$ cat src/assert_macros.svh
// assert_macros.svh
// Assertion shorthands for the training step RTL; the using module must have aclk and
// aresetn in scope.
`ifndef ASSERT_MACROS_SVH
`define ASSERT_MACROS_SVH

// antecedent implies consequent in the same cycle
`define BPTS_ASSERT_IMPL(label, ante, cons, msg) \
    label: assert property (@(posedge aclk) disable iff (!aresetn) (ante) |-> (cons)) \
        else $error(msg);

// antecedent implies consequent in the next cycle
`define BPTS_ASSERT_NEXT(label, ante, cons, msg) \
    label: assert property (@(posedge aclk) disable iff (!aresetn) (ante) |=> (cons)) \
        else $error(msg);

`endif

$ cat src/bpts_pkg.sv
// bpts_pkg.sv
// Shared types, constants and fixed-point helpers for the training step block.
// No dependencies.
package bpts_pkg;

    localparam int NUM_SAMPLES     = 2;
    localparam int SIGMOID_ENTRIES = 256;

    // sigmoid segments over the 16-bit argument range
    localparam int          SEG_STEP = 65536 / SIGMOID_ENTRIES;
    localparam logic [15:0] SEG_MASK = 16'(65536 - SEG_STEP);
    localparam logic [15:0] SEG_HALF = 16'(SEG_STEP / 2);
    localparam logic [12:0] SIG_ONE  = 13'd4096;

    localparam int S_TDATA_W = 48;
    localparam int M_TDATA_W = 128;

    typedef logic signed [15:0] q_t;
    typedef logic signed [16:0] mop_t;
    typedef logic [NUM_SAMPLES-1:0] mask_t;

    localparam mask_t ALL_MASK = '1;
    localparam mask_t MASK_ONE = mask_t'(1);

    localparam q_t HID_BIAS_INIT = 16'sd1638;
    localparam q_t HID_W1_INIT   = -16'sd1229;
    localparam q_t HID_W2_INIT   = -16'sd2048;
    localparam q_t OUT_BIAS_INIT = 16'sd819;
    localparam q_t OUT_HW_INIT   = -16'sd1638;
    localparam q_t OUT_SW_INIT   = 16'sd819;
    localparam logic [11:0] TOL_INIT = 12'd8;

    typedef enum logic [3:0] {
        MUL_NONE,
        MUL_X1_HW1,
        MUL_X2_HW2,
        MUL_OHW_H,
        MUL_OSW_X2,
        MUL_DSIG_Y,
        MUL_ERR_DSY,
        MUL_DSIG_H,
        MUL_DK_OHW,
        MUL_Q_DSH,
        MUL_DK_H,
        MUL_DK_X2,
        MUL_DZ_X1,
        MUL_DZ_X2
    } mul_sel_t;

    typedef enum logic [4:0] {
        ST_IDLE,
        ST_MUL_X1,
        ST_MUL_X2,
        ST_SUM_H,
        ST_SIG_H,
        ST_MUL_OH,
        ST_MUL_OS,
        ST_SUM_Y,
        ST_SIG_Y,
        ST_ERR,
        ST_CHECK,
        ST_DECIDE,
        ST_DK,
        ST_DKW,
        ST_DKO,
        ST_DZ,
        ST_DW1,
        ST_DW2,
        ST_DV1,
        ST_DV2,
        ST_WB,
        ST_OUT
    } ctrl_state_t;

    typedef struct packed {
        logic     load_in;
        logic     mul_en;
        mul_sel_t mul_sel;
        logic     acc_hid;
        logic     acc_out;
        logic     sum_z;
        logic     sig_h;
        logic     sig_y;
        logic     err_en;
        logic     chk_en;
        logic     decide;
        logic     dk_en;
        logic     dsh_en;
        logic     dz_en;
        logic     upd_out_a;
        logic     upd_out_b;
        logic     upd_hid_a;
        logic     upd_hid_b;
        logic     out_load;
    } dp_cmd_t;

    typedef struct packed {
        logic go_update;
    } dp_status_t;

    typedef struct packed {
        logic [12:0] net_output;
        q_t          output_error;
        logic        within_tolerance;
        logic        all_learned;
        logic        weights_updated;
        q_t          out_bias;
        q_t          out_hidden_weight;
        q_t          out_skip_weight;
        q_t          hid_bias;
        q_t          hid_weight_one;
        q_t          hid_weight_two;
    } dp_result_t;

    function automatic q_t sat16(input logic signed [23:0] v);
        q_t r;
        if (v > 24'sd32767) begin
            r = 16'sd32767;
        end else if (v < -24'sd32768) begin
            r = -16'sd32768;
        end else begin
            r = 16'(v);
        end
        return r;
    endfunction

    // sigmoid sampled every 0.25 on [0, 8], unsigned Q0.12
    function automatic logic [11:0] sig_pos(input logic [5:0] i);
        logic [11:0] r;
        case (i)
            6'd0:  r = 12'd2048;
            6'd1:  r = 12'd2303;
            6'd2:  r = 12'd2550;
            6'd3:  r = 12'd2782;
            6'd4:  r = 12'd2994;
            6'd5:  r = 12'd3184;
            6'd6:  r = 12'd3349;
            6'd7:  r = 12'd3490;
            6'd8:  r = 12'd3608;
            6'd9:  r = 12'd3705;
            6'd10: r = 12'd3785;
            6'd11: r = 12'd3850;
            6'd12: r = 12'd3902;
            6'd13: r = 12'd3943;
            6'd14: r = 12'd3976;
            6'd15: r = 12'd4002;
            6'd16: r = 12'd4022;
            6'd17: r = 12'd4038;
            6'd18: r = 12'd4051;
            6'd19: r = 12'd4061;
            6'd20: r = 12'd4069;
            6'd21: r = 12'd4075;
            6'd22: r = 12'd4079;
            6'd23: r = 12'd4083;
            6'd24: r = 12'd4086;
            6'd25: r = 12'd4088;
            6'd26: r = 12'd4090;
            6'd27: r = 12'd4091;
            6'd28: r = 12'd4092;
            6'd29: r = 12'd4093;
            6'd30: r = 12'd4094;
            6'd31: r = 12'd4094;
            default: r = 12'd4095;
        endcase
        return r;
    endfunction

    // Segment centre is the argument with its low bits replaced by the half step;
    // the curve is interpolated between the quarter-unit samples.
    function automatic logic [12:0] sig_lookup(input q_t z);
        logic [15:0] c;
        logic [15:0] a;
        logic [5:0]  seg;
        logic [9:0]  frac;
        logic [11:0] lo;
        logic [11:0] hi;
        logic [18:0] prod;
        logic [11:0] s;
        c    = (z & SEG_MASK) | SEG_HALF;
        a    = c[15] ? 16'(-c) : c;
        seg  = a[15:10];
        frac = a[9:0];
        lo   = sig_pos(seg);
        hi   = sig_pos(6'(seg + 6'd1));
        prod = 19'(hi - lo) * 19'(frac) + 19'd512;
        s    = lo + 12'(prod[18:10]);
        return c[15] ? 13'(SIG_ONE - 13'(s)) : 13'(s);
    endfunction

endpackage

$ cat src/bpts_qmul.sv
// bpts_qmul.sv
// Shared Q4.12 multiplier: registered product, then round half up and saturate.
// Depends on bpts_pkg.
module bpts_qmul (
    input  logic         aclk,
    input  logic         mul_en,
    input  bpts_pkg::mop_t op_a,
    input  bpts_pkg::mop_t op_b,
    output bpts_pkg::q_t   prod_q
);
    import bpts_pkg::*;

    logic signed [33:0] prod_reg;
    logic signed [34:0] rounded;

    always_ff @(posedge aclk) begin
        if (mul_en) begin
            prod_reg <= op_a * op_b;
        end
    end

    assign rounded = 35'(prod_reg) + 35'sd2048;
    assign prod_q  = sat16(24'(rounded >>> 12));

endmodule

$ cat src/bpts_datapath.sv
// bpts_datapath.sv
// Weights, sample marks, forward and update arithmetic around the shared multiplier.
// Depends on bpts_pkg, bpts_qmul and assert_macros.svh.
`include "assert_macros.svh"

module bpts_datapath (
    input  logic                 aclk,
    input  logic                 aresetn,
    input  bpts_pkg::dp_cmd_t    cmd,
    input  logic                 in_index,
    input  bpts_pkg::q_t         in_one,
    input  bpts_pkg::q_t         in_two,
    input  bpts_pkg::q_t         in_target,
    input  logic                 cfg_we,
    input  logic [11:0]          cfg_tol,
    output bpts_pkg::dp_status_t status,
    output bpts_pkg::dp_result_t result
);
    import bpts_pkg::*;

    q_t          x1_reg, x2_reg, t_reg;
    logic        idx_reg;
    logic signed [16:0] acc_reg;
    q_t          z_reg;
    logic [12:0] h_reg, y_reg;
    q_t          err_reg;
    logic        within_reg;
    q_t          dk_reg, dsh_reg, dz_reg;
    logic        updated_reg;

    q_t          out_bias_reg, out_hw_reg, out_sw_reg;
    q_t          hid_bias_reg, hid_w1_reg, hid_w2_reg;
    mask_t       mask_reg;
    logic        done_reg;
    logic [11:0] tol_reg;

    mop_t        op_a, op_b;
    q_t          q;
    logic [16:0] err_mag;
    mask_t       sel_bit, mask_set;
    logic        idx_ok, active, finish;

    bpts_qmul u_qmul (
        .aclk   (aclk),
        .mul_en (cmd.mul_en),
        .op_a   (op_a),
        .op_b   (op_b),
        .prod_q (q)
    );

    always_comb begin
        op_a = '0;
        op_b = '0;
        case (cmd.mul_sel)
            MUL_NONE: begin
                op_a = '0;
                op_b = '0;
            end
            MUL_X1_HW1: begin
                op_a = 17'(x1_reg);
                op_b = 17'(hid_w1_reg);
            end
            MUL_X2_HW2: begin
                op_a = 17'(x2_reg);
                op_b = 17'(hid_w2_reg);
            end
            MUL_OHW_H: begin
                op_a = 17'(out_hw_reg);
                op_b = mop_t'({4'b0, h_reg});
            end
            MUL_OSW_X2: begin
                op_a = 17'(out_sw_reg);
                op_b = 17'(x2_reg);
            end
            MUL_DSIG_Y: begin
                op_a = mop_t'({4'b0, y_reg});
                op_b = mop_t'({4'b0, 13'(SIG_ONE - y_reg)});
            end
            MUL_ERR_DSY: begin
                op_a = 17'(err_reg);
                op_b = 17'(q);
            end
            MUL_DSIG_H: begin
                op_a = mop_t'({4'b0, h_reg});
                op_b = mop_t'({4'b0, 13'(SIG_ONE - h_reg)});
            end
            MUL_DK_OHW: begin
                op_a = 17'(dk_reg);
                op_b = 17'(out_hw_reg);
            end
            MUL_Q_DSH: begin
                op_a = 17'(q);
                op_b = 17'(dsh_reg);
            end
            MUL_DK_H: begin
                op_a = 17'(dk_reg);
                op_b = mop_t'({4'b0, h_reg});
            end
            MUL_DK_X2: begin
                op_a = 17'(dk_reg);
                op_b = 17'(x2_reg);
            end
            MUL_DZ_X1: begin
                op_a = 17'(dz_reg);
                op_b = 17'(x1_reg);
            end
            MUL_DZ_X2: begin
                op_a = 17'(dz_reg);
                op_b = 17'(x2_reg);
            end
            default: begin
                op_a = '0;
                op_b = '0;
            end
        endcase
    end

    assign err_mag = err_reg[15] ? 17'(-(17'(err_reg))) : 17'(err_reg);

    // sample bookkeeping: out-of-range index shifts the mark bit away
    assign idx_ok   = (32'(idx_reg) < NUM_SAMPLES);
    assign sel_bit  = MASK_ONE << idx_reg;
    assign mask_set = mask_reg | sel_bit;
    assign active   = idx_ok && !done_reg && ((mask_reg & sel_bit) == '0);
    assign finish   = within_reg && (mask_set == ALL_MASK);

    assign status.go_update = active && !finish;

    // working registers
    always_ff @(posedge aclk) begin
        if (cmd.load_in) begin
            x1_reg  <= in_one;
            x2_reg  <= in_two;
            t_reg   <= in_target;
            idx_reg <= in_index;
        end
        if (cmd.acc_hid) begin
            acc_reg <= 17'(hid_bias_reg) + 17'(q);
        end
        if (cmd.acc_out) begin
            acc_reg <= 17'(out_bias_reg) + 17'(q);
        end
        if (cmd.sum_z) begin
            z_reg <= sat16(24'(acc_reg) + 24'(q));
        end
        if (cmd.sig_h) begin
            h_reg <= sig_lookup(z_reg);
        end
        if (cmd.sig_y) begin
            y_reg <= sig_lookup(z_reg);
        end
        if (cmd.err_en) begin
            err_reg <= sat16(24'(t_reg) - 24'($signed({1'b0, y_reg})));
        end
        if (cmd.chk_en) begin
            within_reg <= (err_mag <= {5'b0, tol_reg});
        end
        if (cmd.dk_en) begin
            dk_reg <= q;
        end
        if (cmd.dsh_en) begin
            dsh_reg <= q;
        end
        if (cmd.dz_en) begin
            dz_reg <= q;
        end
        if (cmd.load_in) begin
            updated_reg <= 1'b0;
        end else if (cmd.upd_hid_b) begin
            updated_reg <= 1'b1;
        end
    end

    // trained state and tolerance
    always_ff @(posedge aclk) begin
        if (!aresetn) begin
            out_bias_reg <= OUT_BIAS_INIT;
            out_hw_reg   <= OUT_HW_INIT;
            out_sw_reg   <= OUT_SW_INIT;
            hid_bias_reg <= HID_BIAS_INIT;
            hid_w1_reg   <= HID_W1_INIT;
            hid_w2_reg   <= HID_W2_INIT;
            mask_reg     <= '0;
            done_reg     <= 1'b0;
            tol_reg      <= TOL_INIT;
        end else begin
            if (cfg_we) begin
                tol_reg <= cfg_tol;
            end
            if (cmd.decide && active && within_reg) begin
                mask_reg <= mask_set;
                if (finish) begin
                    done_reg <= 1'b1;
                end
            end
            if (cmd.upd_out_a) begin
                out_bias_reg <= sat16(24'(out_bias_reg) + 24'(dk_reg));
                out_hw_reg   <= sat16(24'(out_hw_reg) + 24'(q));
            end
            if (cmd.upd_out_b) begin
                out_sw_reg <= sat16(24'(out_sw_reg) + 24'(q));
            end
            if (cmd.upd_hid_a) begin
                hid_bias_reg <= sat16(24'(hid_bias_reg) + 24'(dz_reg));
                hid_w1_reg   <= sat16(24'(hid_w1_reg) + 24'(q));
            end
            if (cmd.upd_hid_b) begin
                hid_w2_reg <= sat16(24'(hid_w2_reg) + 24'(q));
            end
        end
    end

    assign result.net_output        = y_reg;
    assign result.output_error      = err_reg;
    assign result.within_tolerance  = within_reg;
    assign result.all_learned       = done_reg;
    assign result.weights_updated   = updated_reg;
    assign result.out_bias          = out_bias_reg;
    assign result.out_hidden_weight = out_hw_reg;
    assign result.out_skip_weight   = out_sw_reg;
    assign result.hid_bias          = hid_bias_reg;
    assign result.hid_weight_one    = hid_w1_reg;
    assign result.hid_weight_two    = hid_w2_reg;

    `BPTS_ASSERT_IMPL(a_done_mask, done_reg, mask_reg == ALL_MASK, "done without every sample marked")
    `BPTS_ASSERT_NEXT(a_frozen, done_reg, $stable(out_bias_reg) && $stable(hid_bias_reg), "weights moved after training finished")

endmodule

$ cat src/bpts_ctrl.sv
// bpts_ctrl.sv
// Step sequencer: walks the forward pass, the tolerance decision and the update.
// Depends on bpts_pkg.
module bpts_ctrl (
    input  logic                 aclk,
    input  logic                 aresetn,
    input  logic                 s_tvalid,
    output logic                 s_tready,
    input  logic                 out_free,
    input  bpts_pkg::dp_status_t status,
    output bpts_pkg::dp_cmd_t    cmd
);
    import bpts_pkg::*;

    ctrl_state_t state_reg, state_next;

    always_ff @(posedge aclk) begin
        if (!aresetn) begin
            state_reg <= ST_IDLE;
        end else begin
            state_reg <= state_next;
        end
    end

    always_comb begin
        state_next = state_reg;
        case (state_reg)
            ST_IDLE:   if (s_tvalid) state_next = ST_MUL_X1;
            ST_MUL_X1: state_next = ST_MUL_X2;
            ST_MUL_X2: state_next = ST_SUM_H;
            ST_SUM_H:  state_next = ST_SIG_H;
            ST_SIG_H:  state_next = ST_MUL_OH;
            ST_MUL_OH: state_next = ST_MUL_OS;
            ST_MUL_OS: state_next = ST_SUM_Y;
            ST_SUM_Y:  state_next = ST_SIG_Y;
            ST_SIG_Y:  state_next = ST_ERR;
            ST_ERR:    state_next = ST_CHECK;
            ST_CHECK:  state_next = ST_DECIDE;
            ST_DECIDE: state_next = status.go_update ? ST_DK : ST_OUT;
            ST_DK:     state_next = ST_DKW;
            ST_DKW:    state_next = ST_DKO;
            ST_DKO:    state_next = ST_DZ;
            ST_DZ:     state_next = ST_DW1;
            ST_DW1:    state_next = ST_DW2;
            ST_DW2:    state_next = ST_DV1;
            ST_DV1:    state_next = ST_DV2;
            ST_DV2:    state_next = ST_WB;
            ST_WB:     state_next = ST_OUT;
            ST_OUT:    if (out_free) state_next = ST_IDLE;
            default:   state_next = ST_IDLE;
        endcase
    end

    always_comb begin
        cmd         = '0;
        cmd.mul_sel = MUL_NONE;
        s_tready    = 1'b0;
        case (state_reg)
            ST_IDLE: begin
                s_tready    = 1'b1;
                cmd.load_in = s_tvalid;
            end
            ST_MUL_X1: begin
                cmd.mul_en  = 1'b1;
                cmd.mul_sel = MUL_X1_HW1;
            end
            ST_MUL_X2: begin
                cmd.mul_en  = 1'b1;
                cmd.mul_sel = MUL_X2_HW2;
                cmd.acc_hid = 1'b1;
            end
            ST_SUM_H:  cmd.sum_z = 1'b1;
            ST_SIG_H:  cmd.sig_h = 1'b1;
            ST_MUL_OH: begin
                cmd.mul_en  = 1'b1;
                cmd.mul_sel = MUL_OHW_H;
            end
            ST_MUL_OS: begin
                cmd.mul_en  = 1'b1;
                cmd.mul_sel = MUL_OSW_X2;
                cmd.acc_out = 1'b1;
            end
            ST_SUM_Y:  cmd.sum_z  = 1'b1;
            ST_SIG_Y:  cmd.sig_y  = 1'b1;
            ST_ERR:    cmd.err_en = 1'b1;
            ST_CHECK: begin
                cmd.chk_en  = 1'b1;
                cmd.mul_en  = 1'b1;
                cmd.mul_sel = MUL_DSIG_Y;
            end
            ST_DECIDE: cmd.decide = 1'b1;
            ST_DK: begin
                cmd.mul_en  = 1'b1;
                cmd.mul_sel = MUL_ERR_DSY;
            end
            ST_DKW: begin
                cmd.dk_en   = 1'b1;
                cmd.mul_en  = 1'b1;
                cmd.mul_sel = MUL_DSIG_H;
            end
            ST_DKO: begin
                cmd.dsh_en  = 1'b1;
                cmd.mul_en  = 1'b1;
                cmd.mul_sel = MUL_DK_OHW;
            end
            ST_DZ: begin
                cmd.mul_en  = 1'b1;
                cmd.mul_sel = MUL_Q_DSH;
            end
            ST_DW1: begin
                cmd.dz_en   = 1'b1;
                cmd.mul_en  = 1'b1;
                cmd.mul_sel = MUL_DK_H;
            end
            ST_DW2: begin
                cmd.upd_out_a = 1'b1;
                cmd.mul_en    = 1'b1;
                cmd.mul_sel   = MUL_DK_X2;
            end
            ST_DV1: begin
                cmd.upd_out_b = 1'b1;
                cmd.mul_en    = 1'b1;
                cmd.mul_sel   = MUL_DZ_X1;
            end
            ST_DV2: begin
                cmd.upd_hid_a = 1'b1;
                cmd.mul_en    = 1'b1;
                cmd.mul_sel   = MUL_DZ_X2;
            end
            ST_WB:  cmd.upd_hid_b = 1'b1;
            ST_OUT: cmd.out_load  = out_free;
            default: begin
                cmd      = '0;
                s_tready = 1'b0;
            end
        endcase
    end

endmodule

$ cat src/backprop_training_step_unit.sv
// backprop_training_step_unit.sv
// Top level of the online sigmoid-network training step: ports, output register.
// Depends on bpts_pkg, bpts_ctrl, bpts_datapath and assert_macros.svh.
//
//  channel | direction | handshake            | payload
//  --------+-----------+----------------------+-------------------------------------
//  s_      | in        | s_tvalid / s_tready  | s_tdata: samples, s_tuser: index
//  m_      | out       | m_tvalid / m_tready  | m_tdata: output, error, flags, weights
//  cfg_    | in        | cfg_valid/cfg_ready  | cfg_data: error tolerance
//
// A word runs from acceptance to result through the forward pass and the tolerance
// decision, and through the update too when the weights change; the sequence is set by
// the single shared multiplier, which steps through the chain of dependent products.
// Reset loads the initial weights and a tolerance of 8 and clears the sample marks.
// A result waits in the output register; the next word is accepted meanwhile and only
// its final step stalls while that register is still full.
`include "assert_macros.svh"

module backprop_training_step_unit (
    input  logic                               aclk,
    input  logic                               aresetn,
    input  logic                               s_tvalid,
    output logic                               s_tready,
    // [15:0] input_one, [31:16] input_two, [47:32] target_value
    input  logic [bpts_pkg::S_TDATA_W-1:0]     s_tdata,
    // [0] sample_index
    input  logic [0:0]                         s_tuser,
    output logic                               m_tvalid,
    input  logic                               m_tready,
    // [12:0] net_output, [28:13] output_error, [29] within_tolerance,
    // [30] all_learned, [31] weights_updated, [47:32] out_bias,
    // [63:48] out_hidden_weight, [79:64] out_skip_weight, [95:80] hid_bias,
    // [111:96] hid_weight_one, [127:112] hid_weight_two
    output logic [bpts_pkg::M_TDATA_W-1:0]     m_tdata,
    input  logic                               cfg_valid,
    output logic                               cfg_ready,
    input  logic [11:0]                        cfg_data
);
    import bpts_pkg::*;

    dp_cmd_t    cmd;
    dp_status_t status;
    dp_result_t result;

    logic                 m_tvalid_reg, m_tvalid_next;
    logic [M_TDATA_W-1:0] m_tdata_reg;
    logic                 out_free;

    assign out_free  = !m_tvalid_reg || m_tready;
    assign cfg_ready = 1'b1;

    bpts_ctrl u_ctrl (
        .aclk     (aclk),
        .aresetn  (aresetn),
        .s_tvalid (s_tvalid),
        .s_tready (s_tready),
        .out_free (out_free),
        .status   (status),
        .cmd      (cmd)
    );

    bpts_datapath u_datapath (
        .aclk      (aclk),
        .aresetn   (aresetn),
        .cmd       (cmd),
        .in_index  (s_tuser[0]),
        .in_one    (q_t'(s_tdata[15:0])),
        .in_two    (q_t'(s_tdata[31:16])),
        .in_target (q_t'(s_tdata[47:32])),
        .cfg_we    (cfg_valid && cfg_ready),
        .cfg_tol   (cfg_data),
        .status    (status),
        .result    (result)
    );

    always_comb begin
        m_tvalid_next = m_tvalid_reg;
        if (cmd.out_load) begin
            m_tvalid_next = 1'b1;
        end else if (m_tready) begin
            m_tvalid_next = 1'b0;
        end
    end

    always_ff @(posedge aclk) begin
        if (!aresetn) begin
            m_tvalid_reg <= 1'b0;
        end else begin
            m_tvalid_reg <= m_tvalid_next;
        end
    end

    always_ff @(posedge aclk) begin
        if (cmd.out_load) begin
            m_tdata_reg <= {result.hid_weight_two, result.hid_weight_one, result.hid_bias,
                            result.out_skip_weight, result.out_hidden_weight,
                            result.out_bias, result.weights_updated, result.all_learned,
                            result.within_tolerance, result.output_error,
                            result.net_output};
        end
    end

    assign m_tvalid = m_tvalid_reg;
    assign m_tdata  = m_tdata_reg;

    `BPTS_ASSERT_IMPL(a_no_overrun, cmd.out_load, !m_tvalid_reg || m_tready, "output overrun")

endmodule
$ cat config.mk
export PLATFORM = sky130hd
export DESIGN_NAME = backprop_training_step_unit
export DESIGN_NICKNAME = d
export VERILOG_FILES = /design/src/bpts_pkg.sv /design/src/bpts_qmul.sv /design/src/bpts_datapath.sv /design/src/bpts_ctrl.sv /design/src/backprop_training_step_unit.sv
export VERILOG_INCLUDE_DIRS = /design/src /design/src/src
export SDC_FILE = /design/constraint.sdc
export NUM_CORES = 2
export LEC_CHECK = 0
export BUFFER_PORTS_ARGS = -buffer_cell sky130_fd_sc_hd__buf_2
export CAP_MARGIN = 20
export CORE_MARGIN = 3
export CORE_UTILIZATION = 58
export CTS_CLUSTER_SIZE = 24
export DETAILED_ROUTE_END_ITERATION = 8
export GPL_ROUTABILITY_DRIVEN = 0
export PLACE_DENSITY = 0.76
export REMOVE_ABC_BUFFERS = 1
export SLEW_MARGIN = 15
export SYNTH_ARGS = -nofsm -noshare
export SYNTH_HDL_FRONTEND = slang
export SYNTH_SLANG_ARGS = --single-unit
export TNS_END_PERCENT = 30
$ cat constraint.sdc
create_clock -name aclk -period 19 [get_ports aclk]
set_clock_uncertainty 0.2 [all_clocks]
set_input_delay 0.95 -clock aclk [delete_from_list [all_inputs] [get_ports aclk]]
set_output_delay 0.95 -clock aclk [all_outputs]
set_load 0.005 [all_outputs]
==> results.txt <==
----------------------------------------------------
[Route]
  Routed wirelength normalized by instance count ... 22.6 um
  Number of DRC violations after detailed-routing iteration 0 ... 3815
  Total Routed Length ... 112000 um
  Number of antenna-violating nets in the routed design ... 0
  Post-route DRC ... 0
  Vias per inst ... 6.28
  Vias ... 31100
  Pre-Repair DR Iteration Count ... 7

[Timing]
  Final Slew Violations ... 0
  Tmin final ... 10.87 ns
  Number of endpoints with negative hold slack in the final report ... 0
  Maximum achievable frequency ... 0.0920 GHz
  Ratio of final minimum period to clock period ... 57.2%
  Unrepaired setup endpoints after global routing ... no
  Worst Tran Pin Value ... 1.18 ns
  Total Neg Setup Slack ... 0 ns
  Relative max-transition margin ... 21.6%
  Finish-stage setup viols ... 0
  PnR worst setup slack ... 8.13 ns

[Setup path]
  Arrival @ worst endpoint ... 10.99 ns
  Buffers and inverters on the worst path ... 4
  Most frequent cell on the critical path ... sky130_fd_sc_hd__ha_1
  Critical path peak fanout ... 24
  Number of cells on the critical path ... 36
  Crit start category ... flip-flop
  Required time reported for the critical path endpoint ... 19.11 ns
  Delay-heaviest family, CP ... compound AO/OA/AOI/OAI gates
  Sort of element at the end of the critical path ... flip-flop
  Slowest cell on crit path ... sky130_fd_sc_hd__edfxtp_1
  Depth of the worst register-to-register path ... 36
  Highest cell delay on the worst timing path ... 0.94 ns
  Path type of the worst setup path ... flip-flop to flip-flop

[Yosys]
  Synth Area in Adders ... 27.0%
  Share of synthesized area occupied by flip-flops and latches ... 31.4%
  Number of enable flip-flop cells after synthesis ... 316
  Compound-Gate Fraction of Synth Area ... 15.9%
  Simple-gate portion of the synthesized area ... 13.0%
  Fraction of synthesized cell area in xor and xnor cells ... 4.73%
  Share of synthesized area spent on multiplexers ... 1.44%
  Largest family of logic cells by synthesized area ... adder cells
  Yosys warning count ... 0
  Synthesized instance count ... 3900
  Syn Area/Cell ... 9.68 um^2
  Cell variety after synth ... 100
  Ys async rst share ... 0%
  Number of register bits inferred by synthesis ... 434
  Post-synth top flop ... sky130_fd_sc_hd__edfxtp_1
  Cell area after synthesis ... 37700 um^2

[Finish]
  Layout area overhead ... 9.32%
  Max FFs per register ... 128
  Diode count ... 0
  Post-route standard cell area excluding fillers ... 41300 um^2
  Final instance count without filler cells ... 4945
  Layout cells sized above 1 ... 10.3%
  NumNets Final ... 4740

[Placement]
  Total placed cells including tap cells ... 4862
  Placed cell area ... 39800 um^2
  Pre-CTS setup slack ... 8.28 ns
  Post-DP HPWL ... 85900 um
  Number of buffers added on ports ... 195

[Global route]
  Wire length of the first global-routing pass ... 171000 um
  Initial antenna violation count ... 1
  Aggregate global routing overflow ... 0
  Largest net degree at the start of global routing ... 78
  GR Util All Layers ... 32.7%
  Via count of the first global-routing pass ... 29900

[Clock network]
  Maximum buffer depth of the clock tree ... 3
  Clock Sink Count ... 434
  Count of hold buffers inserted by post-cts repair ... 0
  Clock insertion delay at the later pin of the skew report ... 0.58 ns
  Cell at the root of the clock tree ... sky130_fd_sc_hd__clkbuf_16
  Post-CTS setup buffer count ... 0
  Total clock buffers created by CTS ... 44
  Number of gates given a new drive strength after cts ... 0
  TritonCTS clock tree ... yes
  H-Tree Level Count ... 2
  Clock slew at reported path FFs ... 0.07 ns

[Hold path]
  Path class of the lowest-slack min-delay path ... flip-flop to flip-flop
  Number of cells on the worst hold path ... 0

[Floorplanning]
  Initial Util ... 59.2%
  Number of standard-cell rows in the floorplan ... 92
  Horizontal die dimension ... 261 um
  Core area ... 63800 um^2
  Die outline area ... 68200 um^2
  Die height ... 261 um
  I/O pins ... 197

[Status]
  Result of the run ... finished, final reports clean

[Flow run]
  Maximum capacitance violations ... 0

----------------------------------------------------
[cells in the mapped netlist (28+ instances only)]
cell type	instances	area (um^2)
sky130_fd_sc_hd__a21o_1	70	526
sky130_fd_sc_hd__a21oi_1	245	1230
sky130_fd_sc_hd__a222oi_1	32	320
sky130_fd_sc_hd__a22oi_1	35	263
sky130_fd_sc_hd__and2_1	29	181
sky130_fd_sc_hd__and3_1	36	225
sky130_fd_sc_hd__clkbuf_1	112	420
sky130_fd_sc_hd__dfxtp_1	118	2360
sky130_fd_sc_hd__edfxtp_1	316	9490
sky130_fd_sc_hd__fa_1	306	6130
sky130_fd_sc_hd__ha_1	303	3790
sky130_fd_sc_hd__inv_1	490	1840
sky130_fd_sc_hd__nand2_1	315	1180
sky130_fd_sc_hd__nand2b_1	40	250
sky130_fd_sc_hd__nand3_1	80	400
sky130_fd_sc_hd__nor2_1	303	1140
sky130_fd_sc_hd__nor2b_1	51	319
sky130_fd_sc_hd__nor3_1	59	295
sky130_fd_sc_hd__o211ai_1	33	248
sky130_fd_sc_hd__o21a_1	28	210
sky130_fd_sc_hd__o21ai_0	204	1020
sky130_fd_sc_hd__xnor2_1	135	1180
sky130_fd_sc_hd__xor2_1	69	604
[cell type report]
class	instances	area, um^2
tap	846	1060
multi-input combinational	2829	23600
sequential	434	11900
fill	5064	22500
inverter	493	1850
clock inverter	25	274
timing repair buffer	263	1490
clock buffer	55	1170
[per-stage QoR]
step / utilization [%] / hold WS (ns)
floorplan: - / 0.209
global placement: 62.3 / 0.224
detailed placement: 62.4 / 0.223
CTS: 64.6 / 0.234
global route: 64.7 / 0.253
finish: 64.7 / 0.235
[cells by family after synthesis]
| group | count (synthesis) |
|---|---|
| fa+ha+maj | 636 |
| simple gates | 1041 |
| buf+inv | 637 |
| mux | 49 |
| xor+xnor | 204 |
| flops | 434 |
| other cells | 1 |
| compound gates | 898 |
[per-layer routing]
metal  up-vias  GRT usage (%)  share of wire [%]
met5         -              0              0.015
met4         2           18.6                6.9
met3       420           7.26                 11
met2      1879           51.7                 45
met1     14800           41.7                 37
li1      13900              -                  -
[path summary, 6_finish.rpt]
check | slack, ns | startpoint | endpoint
hold reg to reg | 0.24 | u_datapath.updated_reg | m_tdata[31]
hold / removal | 0.24 | u_datapath.updated_reg | m_tdata[31]
setup reg to reg | 8.13 | u_datapath.z_reg[15] | u_datapath.y_reg[11]
setup / recovery | 8.13 | u_datapath.z_reg[15] | u_datapath.y_reg[11]
[cell usage in the layout (no fill, tap or decap), types with 40 or more instances in the layout]
| cell | count |
|---|---|
| sky130_fd_sc_hd__nor2b_1 | 50 |
| sky130_fd_sc_hd__xnor2_1 | 134 |
| sky130_fd_sc_hd__a21o_1 | 70 |
| sky130_fd_sc_hd__nand3_1 | 80 |
| sky130_fd_sc_hd__buf_2 | 194 |
| sky130_fd_sc_hd__inv_1 | 490 |
| sky130_fd_sc_hd__fa_1 | 306 |
| sky130_fd_sc_hd__nand2b_1 | 40 |
| sky130_fd_sc_hd__a21oi_1 | 245 |
| sky130_fd_sc_hd__xor2_1 | 68 |
| sky130_fd_sc_hd__buf_4 | 68 |
| sky130_fd_sc_hd__ha_1 | 303 |
| sky130_fd_sc_hd__nand2_1 | 315 |
| sky130_fd_sc_hd__dfxtp_1 | 118 |
| sky130_fd_sc_hd__nor3_1 | 54 |
| sky130_fd_sc_hd__nor2_1 | 299 |
| sky130_fd_sc_hd__o21ai_0 | 197 |
| sky130_fd_sc_hd__clkbuf_16 | 45 |
| sky130_fd_sc_hd__edfxtp_1 | 316 |
Power is not shown: default switching activity piles up to over one toggle a cycle in this logic, so the estimate is an artifact.
